**src/rtl/core/slp_pkg.sv**
```systemverilog
package slp_pkg;

  localparam int SRC_WIDTH  = 160;
  localparam int SRC_HEIGHT = 144;
  localparam int DST_WIDTH  = 320;
  localparam int DST_HEIGHT = 240;

  localparam int COL_W   = 8;
  localparam int LINE_W  = 8;
  localparam int COLOR_W = 16;
  localparam int X_W     = 9;
  localparam int Y_W     = 8;

  localparam int ASPECT_W  = SRC_WIDTH + SRC_WIDTH / 2 + (SRC_WIDTH + 5) / 6;
  localparam int ASPECT_X0 = (DST_WIDTH - ASPECT_W) / 2;
  localparam int NORMAL_X0 = (DST_WIDTH - SRC_WIDTH) / 2;
  localparam int NORMAL_Y0 = (DST_HEIGHT - SRC_HEIGHT) / 2;

  typedef enum logic [1:0] {
    MODE_NORMAL  = 2'd0,
    MODE_STRETCH = 2'd1,
    MODE_ASPECT  = 2'd2
  } scale_mode_t;

  typedef struct packed {
    logic               in_range;
    logic [X_W-1:0]     x;
    logic [Y_W-1:0]     y;
    logic               dbl_x;
    logic               dbl_y;
    logic [COLOR_W-1:0] color;
  } wr_desc_t;

endpackage

```
**src/rtl/core/scanline_pixel_scaler.sv**
```systemverilog
// Scanline pixel scaler: each accepted source pixel becomes one, two or four
// display writes, depending on the scaling mode and on whether its column and
// line are doubled. Writes leave one per cycle through the output register
// while the output is not stalled, and the next pixel is taken in the cycle
// its last write is loaded into the output register. An accepted pixel is held
// in a descriptor register, from which its writes are loaded into the output
// register one at a time. Pixels outside the source image produce no writes.
// The user must change the scaling mode only while no writes are pending;
// the block itself does not enforce this.
module scanline_pixel_scaler (
  input  logic        clk,
  input  logic        rst_n,
  input  logic        in_tvalid,
  output logic        in_tready,
  input  logic [31:0] in_tdata,   // src_column, src_line, pixel_color
  output logic        out_tvalid,
  input  logic        out_tready,
  output logic [39:0] out_tdata,  // dest_x, dest_y, dest_color, zero fill
  output logic        out_tlast,
  input  logic        cfg_we,
  input  logic [1:0]  cfg_wdata
);
  import slp_pkg::*;

  scale_mode_t        mode_r;
  wr_desc_t           desc;
  logic [X_W-1:0]     dest_x;
  logic [Y_W-1:0]     dest_y;
  logic [COLOR_W-1:0] dest_color;

  always_ff @(posedge clk) begin
    if (!rst_n) begin
      mode_r <= MODE_ASPECT;
    end else if (cfg_we) begin
      mode_r <= scale_mode_t'(cfg_wdata);
    end
  end

  slp_map u_map (
    .mode        (mode_r),
    .src_column  (in_tdata[7:0]),
    .src_line    (in_tdata[15:8]),
    .pixel_color (in_tdata[31:16]),
    .desc        (desc)
  );

  slp_seq u_seq (
    .clk        (clk),
    .rst_n      (rst_n),
    .in_tvalid  (in_tvalid),
    .in_tready  (in_tready),
    .desc_in    (desc),
    .out_tvalid (out_tvalid),
    .out_tready (out_tready),
    .dest_x     (dest_x),
    .dest_y     (dest_y),
    .dest_color (dest_color),
    .last_write (out_tlast)
  );

  assign out_tdata = {7'b0000000, dest_color, dest_y, dest_x};

endmodule

```
**src/rtl/core/slp_map.sv**
```systemverilog
module slp_map (
  input  slp_pkg::scale_mode_t          mode,
  input  logic [slp_pkg::COL_W-1:0]     src_column,
  input  logic [slp_pkg::LINE_W-1:0]    src_line,
  input  logic [slp_pkg::COLOR_W-1:0]   pixel_color,
  output slp_pkg::wr_desc_t             desc
);
  import slp_pkg::*;

  // Division by six through a reciprocal; exact for all values below 512.
  function automatic logic [7:0] div6(input logic [8:0] v);
    logic [16:0] prod;
    prod = v * 8'd171;
    return {1'b0, prod[16:10]};
  endfunction

  function automatic logic [7:0] hits_before(input logic [7:0] n);
    logic [8:0] n5;
    n5 = {1'b0, n} + 9'd5;
    return {1'b0, n[7:1]} + div6(n5);
  endfunction

  function automatic logic rule_hit(input logic [7:0] p);
    logic [7:0]  q;
    logic [10:0] six_q;
    logic [10:0] rem;
    q     = div6({1'b0, p});
    six_q = {q, 3'b000} - {2'b00, q, 1'b0};
    rem   = {3'b000, p} - six_q;
    return p[0] || (rem == 11'd0);
  endfunction

  logic [9:0] x_aspect;
  logic [9:0] x_normal;
  logic [8:0] y_stretch;
  logic [8:0] y_normal;

  always_comb begin
    x_aspect  = 10'(ASPECT_X0) + {2'b00, src_column} + {2'b00, hits_before(src_column)};
    x_normal  = 10'(NORMAL_X0) + {2'b00, src_column};
    y_stretch = {1'b0, src_line} + {1'b0, hits_before(src_line)};
    y_normal  = 9'(NORMAL_Y0) + {1'b0, src_line};

    desc.in_range = ({1'b0, src_column} < 9'(SRC_WIDTH)) &&
                    ({1'b0, src_line} < 9'(SRC_HEIGHT));
    desc.color    = pixel_color;

    case (mode)
      MODE_STRETCH: begin
        desc.x     = {src_column, 1'b0};
        desc.dbl_x = 1'b1;
        desc.y     = y_stretch[Y_W-1:0];
        desc.dbl_y = rule_hit(src_line);
      end
      MODE_ASPECT: begin
        desc.x     = x_aspect[X_W-1:0];
        desc.dbl_x = rule_hit(src_column);
        desc.y     = y_stretch[Y_W-1:0];
        desc.dbl_y = rule_hit(src_line);
      end
      default: begin
        desc.x     = x_normal[X_W-1:0];
        desc.dbl_x = 1'b0;
        desc.y     = y_normal[Y_W-1:0];
        desc.dbl_y = 1'b0;
      end
    endcase
  end

endmodule

```
**src/rtl/core/slp_seq.sv**
```systemverilog
module slp_seq (
  input  logic                          clk,
  input  logic                          rst_n,
  input  logic                          in_tvalid,
  output logic                          in_tready,
  input  slp_pkg::wr_desc_t             desc_in,
  output logic                          out_tvalid,
  input  logic                          out_tready,
  output logic [slp_pkg::X_W-1:0]       dest_x,
  output logic [slp_pkg::Y_W-1:0]       dest_y,
  output logic [slp_pkg::COLOR_W-1:0]   dest_color,
  output logic                          last_write
);
  import slp_pkg::*;

  logic               desc_valid_r, desc_valid_nxt;
  wr_desc_t           desc_r;
  logic [1:0]         step_r, step_nxt;
  logic               out_valid_r, out_valid_nxt;
  logic [X_W-1:0]     x_r;
  logic [Y_W-1:0]     y_r;
  logic [COLOR_W-1:0] color_r;
  logic               last_r;

  logic               emit;
  logic               cur_last;
  logic               desc_free;
  logic               load;

  always_comb begin
    emit      = desc_valid_r && (!out_valid_r || out_tready);
    cur_last  = (!desc_r.dbl_x || step_r[0]) && (!desc_r.dbl_y || step_r[1]);
    desc_free = !desc_valid_r || (emit && cur_last);
    load      = desc_free && in_tvalid;

    if (load) begin
      desc_valid_nxt = desc_in.in_range;
      step_nxt       = 2'b00;
    end else if (emit && cur_last) begin
      desc_valid_nxt = 1'b0;
      step_nxt       = 2'b00;
    end else if (emit) begin
      desc_valid_nxt = 1'b1;
      step_nxt       = (desc_r.dbl_x && !step_r[0]) ? {step_r[1], 1'b1} : 2'b10;
    end else begin
      desc_valid_nxt = desc_valid_r;
      step_nxt       = step_r;
    end

    if (emit) begin
      out_valid_nxt = 1'b1;
    end else if (out_tready) begin
      out_valid_nxt = 1'b0;
    end else begin
      out_valid_nxt = out_valid_r;
    end
  end

  always_ff @(posedge clk) begin
    if (!rst_n) begin
      desc_valid_r <= 1'b0;
      step_r       <= 2'b00;
      out_valid_r  <= 1'b0;
    end else begin
      desc_valid_r <= desc_valid_nxt;
      step_r       <= step_nxt;
      out_valid_r  <= out_valid_nxt;
    end
  end

  always_ff @(posedge clk) begin
    if (load) begin
      desc_r <= desc_in;
    end
    if (emit) begin
      x_r     <= desc_r.x + {{(X_W-1){1'b0}}, step_r[0]};
      y_r     <= desc_r.y + {{(Y_W-1){1'b0}}, step_r[1]};
      color_r <= desc_r.color;
      last_r  <= cur_last;
    end
  end

  assign in_tready  = desc_free;
  assign out_tvalid = out_valid_r;
  assign dest_x     = x_r;
  assign dest_y     = y_r;
  assign dest_color = color_r;
  assign last_write = last_r;

endmodule

```
**config.mk**
```make
export PLATFORM = sky130hd
export DESIGN_NAME = scanline_pixel_scaler
export DESIGN_NICKNAME = d
export VERILOG_FILES = /design/src/rtl/core/slp_pkg.sv /design/src/rtl/core/scanline_pixel_scaler.sv /design/src/rtl/core/slp_map.sv /design/src/rtl/core/slp_seq.sv
export SDC_FILE = /design/constraint.sdc
export NUM_CORES = 1
export LEC_CHECK = 0
export BUFFER_PORTS_ARGS = -buffer_cell sky130_fd_sc_hd__buf_4
export CORE_ASPECT_RATIO = 0.5
export CORE_MARGIN = 4
export CORE_UTILIZATION = 63
export CTS_CLUSTER_DIAMETER = 40
export CTS_CLUSTER_SIZE = 12
export DETAILED_ROUTE_END_ITERATION = 10
export GPL_TIMING_DRIVEN = 0
export PLACE_DENSITY = 0.83
export SETUP_SLACK_MARGIN = 0.2
export SLEW_MARGIN = 40
export SYNTH_ARGS = -nofsm -noshare
export SYNTH_HDL_FRONTEND = slang
export SYNTH_HIERARCHICAL = 1
export SYNTH_SLANG_ARGS = --single-unit
```
**constraint.sdc**
```tcl
create_clock -name clk -period 9.18 [get_ports clk]
set_clock_uncertainty 0.2 [all_clocks]
set_input_delay 1.836 -clock clk [delete_from_list [all_inputs] [get_ports clk]]
set_output_delay 1.836 -clock clk [all_outputs]
set_load 0.03 [all_outputs]
```
==> run summary, run 1 <==
Outcome - finished clean
VDD IR max - 0.000409 V
Vias in the first global route - 8146
Clock Path Buffers - 2
Setup ws final - 0.498 ns
Share of the synthesized area in the top cell type - 27.3%
Reg-to-reg endpoint - u_seq/desc_r[17]
Iter 0 DRT Violations - 518
CTS tree - yes
Port bufs - 58
Ant. Diodes - 0
Hold path depth - 0
Setup TNS - 0 ns
Dominant synthesized flop cell - edfxtp_1
Die area - 18700 um^2
P&R area growth vs syn - 12.3%
Post-synth EDFFs - 69
Row cnt - 32
Worst reg2reg setup slack - 5.66 ns
Largest net degree at the start of global routing - 22
Crit-path max FO - 11
FF-to-FF path depth - 10
Slew Viols, Final - 0
Core area - 15700 um^2
Initial antenna violation count - 0
Syn Inst Count - 1027
RSZ-0062 raised after global routing - yes
Post-Route Utilization - 73.8%
Period utilization - 94.6%
Worst r2r src - mode_r[0]
Cts hold-fix bufs - 0
Tot Pwr - 3.85 mW
DRC - 0
Clock-pin slew on the worst setup and hold paths - 0.06 ns
Syn_area_per_cell - 10.1 um^2
Final hold vios - 0
First-pass GRT wire length - 36900 um
Fin area - 11600 um^2
Max Freq - 115 MHz
GR Overflow Total - 0
First-pass detailed-route iteration total - 8
Routability cong. - 0.850
CP required - 9.04 ns
Syn Std Cell Area - 10300 um^2
Total number of vias - 7766
Startpoint types - input port
Final nets - 1447
Ys Warns - 6
Initial core utilization - 65.8%
Final setup fails - 0
CP Class - in -> reg
Hold path start - u_seq/desc_r[2]
Wire length per cell - 16.7 um
CP Capture Type - flip-flop
Die Wd - 189 um
Hold Path Class - reg -> reg
Power per cell area - 332 nW/um^2
Lkg Pwr - 5.81 nW
Count of non-filler cells in the finished layout - 1336
Max-cap viol count - 0
Height of the die - 98.6 um
CP max stage delay - 0.55 ns
Clock Sinks - 75
Dpl cells - 1314
Antenna-violating nets left - 0
Detailed Place HPWL - 17700 um
Cell taking the most area after synthesis - ha_1
Main area contributors after synthesis - ha_1 27%, edfxtp_1 20%, fa_1 14%
FFs w/ async S/R, synth - 0%
Worst-Skew Late Latency - 0.33 ns
Pre-CTS WS - -0.383 ns
Placed cell area - 11100 um^2
Layout cells sized above 1 - 13.7%
CP max stage cell - fa_1
IO Pins - 82
FF+latch count, synth - 75
Yosys cell types - 76
Gr usage total - 23.7%
Vias/cell - 5.81
CP dominant cell by count - fa_1
Relative slew margins - 52.3%
Period minus WS final - 8.68 ns
Critical Path AT - 8.54 ns
Routed WL - 22300 um
Endpoint of the worst hold path - u_seq/dest_color[2]
Clock root cell - clkbuf_16
Maximum level of the CTS H-tree - 3
Slew @ Worst Pin - 0.712 ns
Inserted Clock Buffers - 9
Hold_ws - 0.217 ns
Register area share after synthesis - 21.2%
==> synthesized netlist by cell type (16+ instances only) <==
| master | number |
|---|---|
| a21o_1 | 27 |
| a21oi_1 | 39 |
| buf_4 | 24 |
| edfxtp_1 | 69 |
| fa_1 | 72 |
| ha_1 | 226 |
| inv_1 | 184 |
| nand2_1 | 29 |
| nand3_1 | 18 |
| nor2_1 | 36 |
| nor3_1 | 16 |
| o21ai_0 | 31 |
| xnor2_1 | 58 |
| xor2_1 | 21 |
==> routing by layer <==
| metal | up-vias | global-route usage [%] | routed length (um) |
|---|---|---|---|
| li1 | 3705 | - | - |
| met1 | 3756 | 27.4 | 8960 |
| met2 | 254 | 45.7 | 11800 |
| met3 | 51 | 3.40 | 1080 |
| met4 | 0 | 7.72 | 465 |
| met5 | - | 0 | 0 |
==> cell usage in the layout (no fill, tap or decap), types with 16 or more instances in the layout <==
cell / instances
ha_1: 224
inv_1: 183
buf_4: 87
fa_1: 72
edfxtp_1: 69
xnor2_1: 51
a21oi_1: 37
nor2_1: 34
o21ai_0: 29
nand2_1: 28
a21o_1: 27
xor2_1: 20
nand3_1: 18
nor3_1: 16
==> layout make-up <==
cell class	instances	area (um^2)
clock buffer	10	229
tap	221	277
fill	1096	4120
inverter	186	698
sequential	75	2190
clock inverter	6	41.3
multi-input combinational	739	7440
buffer	33	216
timing repair buffer	66	527
==> critical path, delay by kind of cell <==
family | cells | cell delay (ns)
adders and majority gates | 9 | 3.45
AOI/OAI and AO/OA | 11 | 2.14
xor gates and xnor gates | 3 | 0.43
buffers and inverters | 5 | 0.39
and+or+nand+nor | 2 | 0.30
==> report_power, final <==
group	total, mW	switching, mW	internal, mW
registers	0.515	0.0368	0.479
logic	3.03	1.66	1.36
clock network	0.312	0.130	0.183
total	3.85	1.83	2.02
==> worst max-delay path by stage <==
stage,to,cells after the start,slack [ns],start
after floorplan,u_seq/desc_r[34],29,0.66,in_tdata[2]
after global placement,u_seq/desc_r[16],31,-0.32,in_tdata[11]
after detailed placement,u_seq/desc_r[16],31,-0.38,in_tdata[11]
after CTS,u_seq/desc_r[34],30,0.23,in_tdata[2]
after global routing,u_seq/desc_r[34],30,0.18,in_tdata[2]
final,u_seq/desc_r[34],30,0.50,in_tdata[2]
==> logic make-up (layout without fill, tap and decap cells) <==
family,after synthesis,in the layout,share of synthesized area [%]
AO/OA/AOI/OAI,180,180,12.5
AND/OR/NAND/NOR,165,165,8.50
other,1,7,0.0362
multiplexers,9,9,0.883
flip-flops,75,75,21.2
adder cells (fa/ha/maj),299,299,41.4
XOR/XNOR,79,79,6.69
buffers and inverters,219,301,8.84
==> state kept, by name, indices dropped and copies added (netlist names) <==
name / cells
u_seq/out_tvalid: 1
u_seq/desc_valid_r: 1
u_seq/dest_color: 16
u_seq/step_r: 2
u_seq/dest_x: 9
u_seq/desc_r: 35
u_seq/last_write: 1
u_seq/dest_y: 8
mode_r: 2
==> timing repair <==
action                     4_1_cts  5_1_grt
pin swaps                        0        7
setup endpoints to repair        2        6
cloned                           0        0
resized for setup                7       24
buffers inserted                 0        6
(Power assumes the default switching activity.)
==> run 2, diff against run 1 <==
--- a/config.mk
+++ b/config.mk
@@ -7,7 +7,7 @@
 export LEC_CHECK = 0
 export BUFFER_PORTS_ARGS = -buffer_cell sky130_fd_sc_hd__buf_4
 export CORE_ASPECT_RATIO = 0.5
-export CORE_MARGIN = 4
+export CORE_MARGIN = 10
 export CORE_UTILIZATION = 63
 export CTS_CLUSTER_DIAMETER = 40
 export CTS_CLUSTER_SIZE = 12
==> run 2 against run 1 <==
Effect of this change: sequential power about the same; maximum frequency down 1.5%; via count down 1.0%; die area up 19%; first-iteration DRC count up 0.77%; routed wire length up 1.5%; sequential share of layout area down 0.22 points; design area up 1.2%; largest cell class unchanged; largest power group unchanged.
==> run summary, run 2 (synthesized netlist as in run 1, its figures left out) <==
Core area - 15700 um^2 (unchanged)
CP Class - in -> reg
Clock Sinks - 75 (unchanged)
Worst-Skew Late Latency - 0.32 ns (about the same)
Outcome - finished clean
Period utilization - 96.0% (+1.4 points)
Tot Pwr - 3.96 mW (+2.9%)
Largest net degree at the start of global routing - 22 (unchanged)
GR Overflow Total - 0 (unchanged)
Startpoint types - input port
Commonest non-fill, non-tap cell in the layout - ha_1
CTS tree - yes
DRC - 0 (unchanged)
Max Freq - 113 MHz (-1.5%)
GRT Max-Usage Layer - met2
RSZ-0062 raised after global routing - yes
Layout cells sized above 1 - 14.2% (+0.47 points)
VDD IR max - 0.000237 V (-42%)
First-pass GRT wire length - 36800 um (-0.36%)
Initial core utilization - 65.8% (unchanged)
Clock Path Buffers - 2 (unchanged)
Slew @ Worst Pin - 0.755 ns (+0.0422 ns)
CP max stage delay - 0.55 ns (about the same)
Gr usage total - 19.3% (-4.4 points)
Fin area - 11800 um^2 (+1.2%)
Crit-path max FO - 11 (unchanged)
Final hold vios - 0 (unchanged)
CP required - 9.02 ns (-0.02 ns)
Period minus WS final - 8.81 ns (+0.132 ns)
Clock root cell - clkbuf_16
Die area - 22300 um^2 (+19%)
Antenna-violating nets left - 0 (unchanged)
Clock-pin slew on the worst setup and hold paths - 0.06 ns (about the same)
Met1 usage in global routing - 22.9% (-4.5 points)
First-pass detailed-route iteration total - 5 (-3)
Iter 0 DRT Violations - 522 (+0.77%)
Slew Viols, Final - 0 (unchanged)
M2 GR Usage - 36.4% (-9.2 points)
Critical Path AT - 8.66 ns (+0.12 ns)
Initial antenna violation count - 0 (unchanged)
Commonest non-fill, non-tap cells in the layout - 224 x ha_1, 182 x inv_1, 92 x buf_4
Max-cap viol count - 0 (unchanged)
Ant. Diodes - 0 (unchanged)
Vias/cell - 5.73 (-1.4%)
Hold Path Class - reg -> reg
Maximum level of the CTS H-tree - 3 (unchanged)
Placed cell area - 11100 um^2 (+0.11%)
IO Pins - 82 (unchanged)
Lkg Pwr - 5.87 nW (+0.92%)
Met3 global-route usage - 2.27% (-1.1 points)
Final nets - 1452 (+0.35%)
Detailed Place HPWL - 17800 um (+0.19%)
Biggest register - u_seq/desc_r
Filler Cells Inserted - 1054 (-3.8%)
Relative slew margins - 48.4% (-3.9 points)
Row cnt - 32 (unchanged)
Height of the die - 111 um (+12%)
CP Capture Type - flip-flop
Wire length per cell - 16.9 um (+1.1%)
Die Wd - 201 um (+6.3%)
Total number of vias - 7685 (-1.0%)
CP dominant cell by count - fa_1
Port bufs - 58 (unchanged)
Routability cong. - 0.848 (-0.20%)
CP max stage cell - fa_1
Max reg flops - 35 (unchanged)
Routed WL - 22700 um (+1.5%)
Inserted Clock Buffers - 9 (unchanged)
Power per cell area - 337 nW/um^2 (+1.7%)
Vias in the first global route - 7995 (-1.9%)
Final setup fails - 0 (unchanged)
P&R area growth vs syn - 13.6%
## run 2: cell count changes in the layout (fill, tap and decap cells not counted), moves of 2 or more
cell / before / now
xnor2_2: 7 / 3
buf_4: 87 / 92
bufinv_16: 0 / 3
xnor2_1: 51 / 53
xnor2_4: 0 / 2
## run 2: worst paths after layout
check,start,to,slack (ns),cells after the start
max,in_tdata[2],u_seq/desc_r[34],0.37,29
max reg2reg,mode_r[0],u_seq/desc_r[17],5.93,10
min,u_seq/desc_r[15],u_seq/dest_color[15],0.22,0
min reg2reg,u_seq/desc_r[15],u_seq/dest_color[15],0.22,0
## run 2: power by group
group	switching, mW	internal (mW)	total (mW)	leakage (nW)
clock	0.128	0.265	0.392	0.165
combinational	1.68	1.38	3.06	5.00
sequential	0.0378	0.479	0.517	0.706
## run 2: metal layers
metal  part of all wire (%)  wire length (um)
met4                    2.1               467
met1                     42              9600
met5                      0                 0
met3                    3.3               737
met2                     52             11900
## run 2: metrics by stage
| stage | hold slack, ns | util [%] | std cells | TNS [ns] | worst slack (ns) |
|---|---|---|---|---|---|
| after floorplan | 0.200 | - | 1033 | 0 | 0.656 |
| after CTS | 0.219 | 73.1 | 1330 | 0 | 0.193 |
| after global placement | 0.200 | 70.4 | 1312 | -0.273 | -0.168 |
| after detailed placement | 0.205 | 70.8 | 1314 | -0.787 | -0.344 |
| final | 0.219 | 74.7 | 1341 | 0 | 0.367 |
| after global routing | 0.236 | 74.7 | 1341 | 0 | 0.0883 |
## run 2: layout make-up
type | count | area [um^2] | share of cell area (%)
multi-input combinational | 739 | 7450 | 63.4
sequential | 75 | 2190 | 18.6
inverter | 186 | 702 | 5.97
timing repair buffer | 71 | 581 | 4.94
tap | 221 | 277 | 2.35
clock buffer | 9 | 225 | 1.92
buffer | 33 | 216 | 1.84
clock inverter | 7 | 116 | 0.990
## run 2: what timing repair did
| action | 4_1_cts | 5_1_grt |
|---|---|---|
| setup buffers | 0 | 11 |
| endpoints found under the setup margin | 2 | 6 |
| hold buffers | 0 | 0 |
| gates cloned | 0 | 0 |
| pin swaps | 0 | 13 |
| resized for setup | 3 | 30 |
## run 2: worst max-delay path, delay by kind of cell
family / cells / cell delay (ns)
AO/OA/AOI/OAI: 11 / 2.13
adder cells (fa/ha/maj): 9 / 3.42
XOR/XNOR: 3 / 0.55
buffers and inverters: 5 / 0.51
AND/OR/NAND/NOR: 1 / 0.19
==> run 3, diff against run 2 <==
--- a/config.mk
+++ b/config.mk
@@ -5,6 +5,7 @@
 export SDC_FILE = /design/constraint.sdc
 export NUM_CORES = 1
 export LEC_CHECK = 0
+export ABC_AREA = 1
 export BUFFER_PORTS_ARGS = -buffer_cell sky130_fd_sc_hd__buf_4
 export CORE_ASPECT_RATIO = 0.5
 export CORE_MARGIN = 10
==> run 3 against run 2 <==
Effect of this change: area after synthesis increased by 5.1%; core utilization decreased by 2.6 points; worst hold slack got worse by 0.0028 ns; worst setup slack improved by 0.26 ns; sequential power decreased by 4%; synthesized cell count increased by 23%; routed wire length increased by 0.71%; register-to-register slack improved by 0.35 ns; cell count increased by 17%; die area increased by 4.4%; design area increased by 2.1%.
==> run summary, run 3 <==
Outcome - finished clean
Seq pwr share - 13.1% (about the same)
Cell taking the most area after synthesis - ha_1
Setup TNS - 0 ns (unchanged)
Total number of vias - 8439 (+9.8%)
Initial antenna violation count - 0 (unchanged)
Tot Pwr - 3.79 mW (-4.3%)
Clock Sinks - 75 (unchanged)
First-pass GRT wire length - 38800 um (+5.5%)
Dominant synthesized flop cell - edfxtp_1
Layout cells sized above 1 - 12.5% (-1.7 points)
Routability cong. - 0.913 (+7.6%)
P&R area growth vs syn - 10.4%
Period minus WS final - 8.55 ns (-0.262 ns)
Detailed Place HPWL - 19000 um (+6.7%)
Final setup fails - 0 (unchanged)
Slew @ Worst Pin - 0.639 ns (-0.115 ns)
CP max stage cell - fa_1
Syn Std Cell Area - 10900 um^2 (+5.1%)
Startpoint types - input port
Largest net degree at the start of global routing - 20 (-9.1%)
VDD IR max - 0.000210 V (-12%)
Biggest register - u_seq/desc_r
Port bufs - 58 (unchanged)
Die Wd - 206 um (+2.3%)
CP required - 9.13 ns (+0.11 ns)
Lkg Pwr - 6.52 nW (+11%)
Post-synth EDFFs - 69 (unchanged)
Wire length per cell - 14.5 um (-14%)
Psw - 1.92 mW (+4.3%)
FF/Latch Area - 2190 um^2 (unchanged)
Max Freq - 117 MHz (+3.1%)
IO Pins - 82 (unchanged)
Final nets - 1679 (+16%)
Vias in the first global route - 8697 (+8.8%)
Multi-input gate area - 7450 um^2 (about the same)
Pre-CTS WS - 0.0828 ns (+0.427 ns)
Power per cell area - 316 nW/um^2 (-6.3%)
Final hold vios - 0 (unchanged)
Register area share after synthesis - 20.2% (-1.0 points)
Count of non-filler cells in the finished layout - 1574 (+17%)
RSZ-0062 raised after global routing - no
Setup ws final - 0.629 ns (+0.262 ns)
Vias/cell - 5.36 (-6.4%)
Commonest non-fill, non-tap cells in the layout - 287 x inv_1, 226 x ha_1, 214 x nand2_1
First-pass detailed-route iteration total - 5 (unchanged)
Syn Inst Count - 1265 (+23%)
Dpl cells - 1558 (+19%)
Crit-path max FO - 11 (unchanged)
Share of the synthesized area in the top cell type - 26.0% (-1.3 points)
Height of the die - 113 um (+2.1%)
Clock-pin slew on the worst setup and hold paths - 0.06 ns (about the same)
Ys Warns - 6 (unchanged)
Yosys cell types - 48 (-37%)
Maximum level of the CTS H-tree - 3 (unchanged)
CP Capture Type - flip-flop
Met3 global-route usage - 3.13% (+0.86 points)
GRT Max-Usage Layer - met2
CTS tree - yes
Met1 usage in global routing - 22.9% (+0.041 points)
Inserted Clock Buffers - 9 (unchanged)
Ant. Diodes - 0 (unchanged)
Die area - 23200 um^2 (+4.4%)
GR Overflow Total - 0 (unchanged)
CP max stage delay - 0.57 ns (+0.02 ns)
Critical Path AT - 8.51 ns (-0.15 ns)
Initial core utilization - 65.3% (-0.42 points)
M2 GR Usage - 37.5% (+1.1 points)
Worst-Skew Late Latency - 0.33 ns (about the same)
Filler Cells Inserted - 1208 (+15%)
Comb pwr share - 77.4% (+0.3 points)
Max-cap viol count - 0 (unchanged)
Most frequent cell after synthesis - inv_1
CP dominant cell by count - inv_1
FFs w/ async S/R, synth - 0% (unchanged)
DRC - 0 (unchanged)
Period utilization - 93.2% (-2.9 points)
Commonest non-fill, non-tap cell in the layout - inv_1
Relative slew margins - 57.2% (+8.8 points)
Main area contributors after synthesis - ha_1 26%, edfxtp_1 19%, fa_1 13%
Row cnt - 33 (+3.1%)
Routed WL - 22800 um (+0.71%)
Antenna-violating nets left - 0 (unchanged)
CP Class - in -> reg
Synth top cells by count - 287 x inv_1, 226 x ha_1, 214 x nand2_1, 72 x fa_1, 69 x edfxtp_1
Clock Path Buffers - 2 (unchanged)
Max reg flops - 35 (unchanged)
FF+latch count, synth - 75 (unchanged)
Clock root cell - clkbuf_16
Clk network pwr share - 9.5% (-0.4 points)
Core area - 16600 um^2 (+5.7%)
Slew Viols, Final - 0 (unchanged)
Gr usage total - 20.0% (+0.65 points)
Hold Path Class - reg -> reg
Sw Share - 50.6% (+4.2 points)
Iter 0 DRT Violations - 473 (-9.4%)
Syn_area_per_cell - 8.59 um^2 (-15%)
Internal power - 1.87 mW (-12%)
==> run 3: routing by layer <==
| metal | vias up | share of wire [%] | wire length (um) |
|---|---|---|---|
| met5 | - | 0 | 0 |
| met4 | 0 | 2.1 | 482 |
| li1 | 4193 | - | - |
| met1 | 3955 | 42 | 9510 |
| met2 | 240 | 51 | 11600 |
| met3 | 51 | 5.3 | 1220 |
==> run 3: power by group through the flow <==
stage / Sequential, mW / Clock (mW) / Combinational [mW]
2_1_floorplan: 0.521 / 0 / 2.25
3_3_place_gp: 0.501 / 0 / 2.68
3_5_place_dp: 0.504 / 0 / 2.84
4_1_cts: 0.498 / 0.364 / 2.90
5_1_grt: 0.505 / 0.381 / 3.33
6_report: 0.498 / 0.360 / 2.93
==> run 3: critical path: cells and delay by family <==
kind | cells | cell delay, ns
and+or+nand+nor | 7 | 0.58
AOI/OAI and AO/OA | 6 | 0.99
buffers and inverters | 10 | 0.85
xor gates and xnor gates | 3 | 0.57
adders and majority gates | 9 | 3.67
==> run 3: worst paths after layout <==
path	slack, ns	startpoint	to	cells past startpoint
min	0.22	u_seq/desc_r[4]	u_seq/dest_color[4]	0
max reg2reg	6.28	mode_r[0]	u_seq/desc_r[24]	9
min reg2reg	0.22	u_seq/desc_r[4]	u_seq/dest_color[4]	0
max	0.63	in_tdata[2]	u_seq/desc_r[34]	35
==> run 3: cell type report <==
class	count	share of cell area (%)
multi-input combinational	881	62.1
inverter	291	9.12
timing repair buffer	60	4.09
buffer	24	1.47
tap	227	2.37
sequential	75	18.3
clock buffer	10	1.91
clock inverter	6	0.667
==> run 3: cells by family (layout without fill, tap and decap cells) <==
family / Yosys count / in the layout / synth area share [%]
other: 1 / 7 / 0.0345
AOI/OAI and AO/OA: 114 / 114 / 6.32
xor gates and xnor gates: 60 / 60 / 4.83
buffers and inverters: 315 / 391 / 11.7
adders and majority gates: 298 / 298 / 39.3
DFF: 75 / 75 / 20.2
and+or+nand+nor: 402 / 402 / 17.7
==> run 3: per-stage QoR <==
stage	util, %	cell area, um^2	hold slack [ns]
floorplan	-	10900	0.200
detailed placement	70.2	11700	0.205
CTS	72.0	12000	0.217
finish	72.1	12000	0.216
global placement	69.8	11600	0.200
global route	72.1	12000	0.222
==> run 3: timing repair <==
item / in CTS / in global routing
endpoints found under the setup margin: 0 / 3
buffers inserted: 0 / 0
hold buffers: 0 / 0
gates resized for setup: 0 / 5
